`config.mk`:
```
export PLATFORM = sky130hd
export DESIGN_NAME = sd_spi_command_transaction
export DESIGN_NICKNAME = d
export VERILOG_FILES = /design/src/sdspi_pkg.sv /design/src/sd_spi_command_transaction.sv /design/src/sdspi_seq.sv
export SDC_FILE = /design/constraint.sdc
export NUM_CORES = 1
export LEC_CHECK = 0
export BUFFER_PORTS_ARGS = -buffer_cell sky130_fd_sc_hd__buf_2
export CORE_MARGIN = 10
export CORE_UTILIZATION = 45
export CTS_CLUSTER_SIZE = 30
export DETAILED_ROUTE_END_ITERATION = 10
export PLACE_DENSITY = 0.66
export SYNTH_ARGS = -nofsm -noshare
export SYNTH_HDL_FRONTEND = slang
export SYNTH_HIERARCHICAL = 1
export SYNTH_SLANG_ARGS = --single-unit
export TNS_END_PERCENT = 1
```
`constraint.sdc`:
```
create_clock -name clk -period 6.6 [get_ports clk]
set_input_delay 0 -clock clk [delete_from_list [all_inputs] [get_ports clk]]
set_output_delay 0 -clock clk [all_outputs]
set_load 0.005 [all_outputs]
```
`src/sdspi_pkg.sv`:
```
// Shared types, codes and helpers for the SD SPI-mode command sequencer.
// No dependencies; used by every module in src/.
package sdspi_pkg;

  // Field widths
  localparam int CMD_W   = 6;
  localparam int ARG_W   = 32;
  localparam int BYTE_W  = 8;
  localparam int KIND_W  = 3;
  localparam int S_DATA_W = 56;  // 54 payload bits padded to whole bytes
  localparam int M_DATA_W = 24;  // 17 payload bits padded to whole bytes

  // Action codes carried in s_tuser
  localparam logic ACT_START = 1'b0;
  localparam logic ACT_RX    = 1'b1;

  // Configuration register indexes
  localparam logic REG_READY_LIMIT = 1'b0;
  localparam logic REG_RESP_LIMIT  = 1'b1;

  // Protocol constants
  localparam logic [BYTE_W-1:0] IDLE_BYTE   = 8'hFF;
  localparam logic [BYTE_W-1:0] START_BITS  = 8'h40;
  localparam logic [CMD_W-1:0]  STOP_CMD    = 6'd12;
  localparam logic [BYTE_W-1:0] LIMIT_RESET = 8'd100;
  localparam logic [2:0]        CRC_POS     = 3'd5;
  localparam logic [2:0]        STUFF_POS   = 3'd6;

  typedef enum logic [2:0] {
    PH_IDLE  = 3'd0,
    PH_PRE   = 3'd1,
    PH_READY = 3'd2,
    PH_FRAME = 3'd3,
    PH_RESP  = 3'd4
  } phase_t;

  typedef enum logic [KIND_W-1:0] {
    K_TX      = 3'd0,
    K_DONE    = 3'd1,
    K_RDY_TO  = 3'd2,
    K_RESP_TO = 3'd3,
    K_IGNORED = 3'd4
  } kind_t;

  typedef struct packed {
    logic              action;
    logic [CMD_W-1:0]  cmd_index;
    logic [ARG_W-1:0]  argument;
    logic [BYTE_W-1:0] crc_byte;
    logic [BYTE_W-1:0] rx_byte;
  } item_t;

  typedef struct packed {
    kind_t             kind;
    logic [BYTE_W-1:0] tx_byte;
    logic              chip_select_high;
    logic [BYTE_W-1:0] response;
  } result_t;

  typedef struct packed {
    logic [BYTE_W-1:0] ready_limit;
    logic [BYTE_W-1:0] resp_limit;
  } limits_t;

  // Byte of the six-byte command frame at a given position
  function automatic logic [BYTE_W-1:0] frame_byte(
    input logic [2:0]        pos,
    input logic [CMD_W-1:0]  cmd,
    input logic [ARG_W-1:0]  arg,
    input logic [BYTE_W-1:0] crc
  );
    logic [BYTE_W-1:0] b;
    case (pos)
      3'd0:    b = {2'b00, cmd} | START_BITS;
      3'd1:    b = arg[31:24];
      3'd2:    b = arg[23:16];
      3'd3:    b = arg[15:8];
      3'd4:    b = arg[7:0];
      default: b = crc;
    endcase
    return b;
  endfunction

endpackage

```
`src/sd_spi_command_transaction.sv`:
```
// Top level of the SD SPI-mode command sequencer: input register, sequencer,
// result register and limit registers. Depends on sdspi_pkg and sdspi_seq.
//
// Usage: each input transfer on s_* is one step. s_tuser = 0 starts a command
// (cmd_index, argument, crc_byte in s_tdata); s_tuser = 1 reports the byte the
// card returned for the previous exchange (rx_byte). Every input transfer gives
// exactly one result transfer on m_*: m_tuser is the kind (transmit, done,
// ready timeout, response timeout, ignored); for a transmit the host shifts
// tx_byte out with the given chip select level and feeds the received byte
// back as the next input.
// Path: an input transfer loads the input register; the item moves on into the
// result register once that has room, and the result is offered from there.
// Throughput: one item per cycle while m_tready does not stall the result,
// set by the combinational phase decision between the two registers.
// Reset: sequencer idle, both pipeline registers empty, both poll limits 100.
// A stalled m_tready holds the result; the input register still takes one more
// item, then s_tready drops until the result is taken.
// The user must write limits on cfg_* only while the block has no item in flight; the block does not enforce it.
module sd_spi_command_transaction (
  input  logic                              clk,
  input  logic                              rst,
  // input stream
  input  logic                              s_tvalid,
  output logic                              s_tready,
  input  logic [sdspi_pkg::S_DATA_W-1:0]    s_tdata,  // cmd_index, argument, crc_byte, rx_byte
  input  logic                              s_tuser,  // action
  // result stream
  output logic                              m_tvalid,
  input  logic                              m_tready,
  output logic [sdspi_pkg::M_DATA_W-1:0]    m_tdata,  // tx_byte, chip_select_high, response
  output logic [sdspi_pkg::KIND_W-1:0]      m_tuser,  // kind
  // configuration
  input  logic                              cfg_we,
  input  logic                              cfg_index,
  input  logic [sdspi_pkg::BYTE_W-1:0]      cfg_data
);

  sdspi_pkg::item_t   in_item;
  logic               in_valid;
  sdspi_pkg::result_t step_result;
  sdspi_pkg::result_t out_result;
  sdspi_pkg::limits_t limits;
  logic               advance;

  // Move the held item into the result register when it has room
  assign advance  = in_valid && (!m_tvalid || m_tready);
  assign s_tready = !in_valid || advance;

  // Input register
  always_ff @(posedge clk) begin
    if (rst) begin
      in_valid <= 1'b0;
    end else if (s_tready) begin
      in_valid <= s_tvalid;
    end
  end

  always_ff @(posedge clk) begin
    if (s_tready && s_tvalid) begin
      in_item.action    <= s_tuser;
      in_item.cmd_index <= s_tdata[5:0];
      in_item.argument  <= s_tdata[37:6];
      in_item.crc_byte  <= s_tdata[45:38];
      in_item.rx_byte   <= s_tdata[53:46];
    end
  end

  sdspi_seq u_seq (
    .clk    (clk),
    .rst    (rst),
    .step   (advance),
    .item   (in_item),
    .limits (limits),
    .result (step_result)
  );

  // Result register
  always_ff @(posedge clk) begin
    if (rst) begin
      m_tvalid <= 1'b0;
    end else if (advance) begin
      m_tvalid <= 1'b1;
    end else if (m_tready) begin
      m_tvalid <= 1'b0;
    end
  end

  always_ff @(posedge clk) begin
    if (advance) begin
      out_result <= step_result;
    end
  end

  assign m_tuser = out_result.kind;
  assign m_tdata = {7'b0, out_result.response, out_result.chip_select_high,
                    out_result.tx_byte};

  // Poll limit registers
  always_ff @(posedge clk) begin
    if (rst) begin
      limits.ready_limit <= sdspi_pkg::LIMIT_RESET;
      limits.resp_limit  <= sdspi_pkg::LIMIT_RESET;
    end else if (cfg_we) begin
      case (cfg_index)
        sdspi_pkg::REG_READY_LIMIT: limits.ready_limit <= cfg_data;
        sdspi_pkg::REG_RESP_LIMIT:  limits.resp_limit  <= cfg_data;
        default: ;
      endcase
    end
  end

endmodule

```
`src/sdspi_seq.sv`:
```
// Command sequencer state and per-byte decision logic.
// Depends on sdspi_pkg.
module sdspi_seq (
  input  logic               clk,
  input  logic               rst,
  input  logic               step,      // consume item this cycle
  input  sdspi_pkg::item_t   item,
  input  sdspi_pkg::limits_t limits,
  output sdspi_pkg::result_t result
);

  sdspi_pkg::phase_t                 phase, phase_next;
  logic [2:0]                        frame_pos, frame_pos_next;
  logic [sdspi_pkg::BYTE_W-1:0]      poll_count, poll_count_next;
  logic [sdspi_pkg::CMD_W-1:0]       held_cmd, held_cmd_next;
  logic [sdspi_pkg::ARG_W-1:0]       held_arg, held_arg_next;
  logic [sdspi_pkg::BYTE_W-1:0]      held_crc, held_crc_next;

  logic rx_idle;
  logic ready_expired;
  logic resp_expired;

  assign rx_idle       = (item.rx_byte == sdspi_pkg::IDLE_BYTE);
  assign ready_expired = (poll_count >= limits.ready_limit);
  assign resp_expired  = (poll_count >= limits.resp_limit);

  // Next state
  always_comb begin
    phase_next      = phase;
    frame_pos_next  = frame_pos;
    poll_count_next = poll_count;
    held_cmd_next   = held_cmd;
    held_arg_next   = held_arg;
    held_crc_next   = held_crc;
    if (item.action == sdspi_pkg::ACT_START) begin
      held_cmd_next   = item.cmd_index;
      held_arg_next   = item.argument;
      held_crc_next   = item.crc_byte;
      frame_pos_next  = 3'd0;
      poll_count_next = '0;
      phase_next      = sdspi_pkg::PH_PRE;
    end else begin
      case (phase)
        sdspi_pkg::PH_PRE: begin
          phase_next      = sdspi_pkg::PH_READY;
          poll_count_next = '0;
        end
        sdspi_pkg::PH_READY: begin
          if (rx_idle) begin
            phase_next     = sdspi_pkg::PH_FRAME;
            frame_pos_next = 3'd0;
          end else if (ready_expired) begin
            phase_next = sdspi_pkg::PH_IDLE;
          end else begin
            poll_count_next = poll_count + 8'd1;
          end
        end
        sdspi_pkg::PH_FRAME: begin
          if (frame_pos < sdspi_pkg::CRC_POS) begin
            frame_pos_next = frame_pos + 3'd1;
          end else if (frame_pos == sdspi_pkg::CRC_POS && held_cmd == sdspi_pkg::STOP_CMD) begin
            frame_pos_next = sdspi_pkg::STUFF_POS;
          end else begin
            phase_next      = sdspi_pkg::PH_RESP;
            poll_count_next = '0;
          end
        end
        sdspi_pkg::PH_RESP: begin
          if (resp_expired) begin
            phase_next = sdspi_pkg::PH_IDLE;
          end else begin
            poll_count_next = poll_count + 8'd1;
            if (!item.rx_byte[7]) phase_next = sdspi_pkg::PH_IDLE;
          end
        end
        default: begin
          phase_next = sdspi_pkg::PH_IDLE;
        end
      endcase
    end
  end

  // Result for this byte
  always_comb begin
    result.kind             = sdspi_pkg::K_TX;
    result.tx_byte          = sdspi_pkg::IDLE_BYTE;
    result.chip_select_high = 1'b0;
    result.response         = '0;
    if (item.action == sdspi_pkg::ACT_START) begin
      result.chip_select_high = 1'b1;
    end else begin
      case (phase)
        sdspi_pkg::PH_PRE: ;
        sdspi_pkg::PH_READY: begin
          if (rx_idle) begin
            result.tx_byte = sdspi_pkg::frame_byte(3'd0, held_cmd, held_arg, held_crc);
          end else if (ready_expired) begin
            result.kind     = sdspi_pkg::K_RDY_TO;
            result.tx_byte  = '0;
            result.response = sdspi_pkg::IDLE_BYTE;
          end
        end
        sdspi_pkg::PH_FRAME: begin
          if (frame_pos < sdspi_pkg::CRC_POS) begin
            result.tx_byte = sdspi_pkg::frame_byte(frame_pos + 3'd1, held_cmd, held_arg,
                                                   held_crc);
          end
        end
        sdspi_pkg::PH_RESP: begin
          if (resp_expired) begin
            result.kind     = sdspi_pkg::K_RESP_TO;
            result.tx_byte  = '0;
            result.response = sdspi_pkg::IDLE_BYTE;
          end else if (!item.rx_byte[7]) begin
            result.kind     = sdspi_pkg::K_DONE;
            result.tx_byte  = '0;
            result.response = item.rx_byte;
          end
        end
        default: begin
          result.kind    = sdspi_pkg::K_IGNORED;
          result.tx_byte = '0;
        end
      endcase
    end
  end

  // State registers
  always_ff @(posedge clk) begin
    if (rst) begin
      phase      <= sdspi_pkg::PH_IDLE;
      frame_pos  <= 3'd0;
      poll_count <= '0;
      held_cmd   <= '0;
      held_arg   <= '0;
      held_crc   <= '0;
    end else if (step) begin
      phase      <= phase_next;
      frame_pos  <= frame_pos_next;
      poll_count <= poll_count_next;
      held_cmd   <= held_cmd_next;
      held_arg   <= held_arg_next;
      held_crc   <= held_crc_next;
    end
  end

endmodule

```
==> impl_metrics.toml <==
[outcome]
status = "finished, final reports clean"

[global_routing]
antenna_found_initial = 0
overflow = 0
grt_pass1_vias = 5135
grtUsageTotal = 0.157
grt_util_met2 = 0.259
use_met1 = 0.189
grt.busiest_layer = "met2"
grt_first_pass_wirelength_mm = 25.3
grt_max_degree = 88
grt_util_met3 = 0.0427

[die]
core_region_area_um2 = 14400
start_util = 0.455
rows = 44
io_pins = 100
die_w_um = 141
fp.dieH_um = 141
die_area_um2 = 19800

[pwr]
p_sw_uw = 480
cellLeakagePower_uw = 0.00332
p_clk_frac = 0.437
power.density_nw_per_um2 = 258
swShare = 0.223
combinationalPowerShare = 0.069
p_seq_frac = 0.494
p_int_uw = 1670
irDropWorstVdd_mv = 0.222

[logic_synthesis]
synth_top_area_frac = 0.343
syn_inst = 623
syn_area_per_cell_um2 = 10.5
synth_area_leaders = "edfxtp_1, dfxtp_1, nand2_1"
ys.flop_type = "dfxtp_1"
synth.yosys.seq_area_share = 0.582
synth_top_area_cell = "edfxtp_1"
yosys_warnings = 6
synth-async-reset-ratio = 0
synth-edff-count = 75
synth.distinct_cells = 58
synth_area_um2 = 6560
synth_seq_cells = 153

[min_path]
whs_path_depth = 3
hold_class = "in -> reg"

[worst_setup_path]
worst_ep_required_time_ns = 6.87
path_class = "reg -> reg"
start_kind = "register"
crit_family = "simple AND/OR/NAND/NOR gates"
ff2ff_path_depth = 6
cp-end-kind = "register"
crit_buf_inv = 1
path_depth = 6
crit_fanout = 25
worstPathCellList = "nand2b_1 > and2_1 > nand2_1 > buf_4 > nand2_1 > a21oi_1"
critPathSlowestCell = "and2_1"
cp_data_arrival_time_ns = 3.06
cp_slowest_stage_delay_ns = 0.86
critPathMostFrequentCell = "nand2_1"

[timing]
rsz0062_at_grt = "false"
fin_crit_sh = 0.424
max_freq_mhz = 358
finClkSkew_ns = 0.00757
drv_slew = 0
slew_headroom = 0.266
hold_viol = 0
tightest_slew_ns = 1.10
fin_ws_ns = 3.80
final.setup.tns_ns = 0
fin_crit_ns = 2.80
setup_viol = 0

[clock_network]
ctsRootBufferMaster = "clkbuf_16"
clkSinkCount = 153
cts_tree = "built"
cts-buffers-inserted = 17
clk_latency_ns = 0.42
htreeDepth = 4
cts_setup_buffers = 0
cts_max_path_buffers = 2
path_clk_slew_ns = 0.06

[routing]
ant_nets = 0
first_pass_iters = 7
viasPerCell = 5.20
drtIter0Drc = 352
vias = 5038
wl_per_cell_um = 15.6
drcViolationCount = 0
wl_mm = 15.1

[placed_design]
postPlaceCellArea_um2 = 7070
gp_congestion = 0.857
pre_cts_ws_ns = 3.70
dp_hpwl_mm = 10.3
io_buffers = 90

[finish]
final_common_cell = "nand2_1"
ff_latch_area_um2 = 3810
diodes = 0
fin_area_um2 = 8320
area_growth_pct = 26.9
fillerInstances = 1208
multi_input_area_um2 = 2440
drive_gt1_frac = 0.178
mostFrequentLayoutCells = "nand2_1, buf_2, dfxtp_1, edfxtp_1"
nNetsFinal = 867

[run]
maxCapViolCount = 0
## metal layers
layer	wire, µm	up-vias	share of wire
met5	0	-	0
met1	6480	2383	0.43
met3	806	18	0.053
met4	281	0	0.019
li1	-	2503	-
met2	7550	134	0.50
## path summary, 6_finish.rpt
kind / start / endpoint / slack [ns]
min reg2reg: u_seq/held_arg[21] / u_seq/held_arg[21] / 0.46
min: cfg_we / limits[5] / 0.06
max reg2reg: m_tvalid / u_seq/held_cmd[5] / 3.80
max: m_tvalid / u_seq/held_cmd[5] / 3.80
## flip-flops by register name (all words and copies together) (netlist names), 6 cells and up
| signal | count |
|---|---|
| in_item | 55 |
| u_seq/held_arg | 32 |
| m_tdata | 17 |
| limits | 16 |
| u_seq/held_crc | 8 |
| u_seq/poll_count | 8 |
| u_seq/held_cmd | 6 |
## logic make-up after synthesis
kind of cell,synth area share
AO/OA/AOI/OAI,0.136
XOR/XNOR,0.00134
adder cells (fa/ha/maj),0.0458
buffers and inverters,0.0498
flip-flops,0.582
multiplexers,0.0244
other,0.000572
AND/OR/NAND/NOR,0.160
## layout make-up
class                           instances  share of cell area
Timing Repair Buffer                  161               0.138
Clock inverter                         11              0.0129
Tap cell                              184              0.0277
Multi-Input combinational cell        411               0.294
Sequential cell                       153               0.458
Clock buffer                           21              0.0565
Inverter                               28              0.0126
## stage by stage
stage          std cells  hold slack [ns]  utilization  total power, µW
5_1_grt              969           0.0721        0.577             2240
2_1_floorplan        629           0.0989            -             1150
3_3_place_gp         870            0.176        0.490             1190
6_report             969           0.0593        0.577             2150
3_5_place_dp         870            0.178        0.490             1200
4_1_cts              969           0.0514        0.577             2160
## worst reg2reg max path: cells and delay by family (launching register included)
kind                   cells  cell delay, ns
AO/OA/AOI/OAI              1            0.06
buffers and inverters      1            0.45
flip-flops                 1            0.32
AND/OR/NAND/NOR            4            1.82
## Yosys cell counts (all sizes together), types with 2 or more instances
master / count
nor3: 6
o22a: 2
or3: 4
a221o: 6
nand4: 4
o211ai: 2
dfxtp: 78
edfxtp: 75
inv: 27
nor3b: 2
or2: 3
a211o: 4
o21ai: 19
a211oi: 2
o31ai: 6
nand3: 10
and3: 3
a22o: 7
a221oi: 2
nand2b: 21
a21oi: 67
nor2: 32
a222oi: 7
buf: 15
nor2b: 3
a31oi: 3
a21o: 8
nand2: 119
or4: 8
mux2i: 16
ha: 24
and2: 4
dlygate4sd1: 2
clkbuf: 20
## power groups by stage
stage	combinational, µW	clock [µW]	sequential, µW
after detailed placement	118	0	1080
after CTS	149	953	1060
after global placement	113	0	1080
after floorplan	78.5	0	1080
after global routing	167	1000	1070
final	148	939	1060
## timing repair
action,4_1_cts,5_1_grt
hold endpoints to repair,73,0
hold buffers,67,0
resized for setup,0,0
No activity file was read; power rests on OpenSTA's default activity.
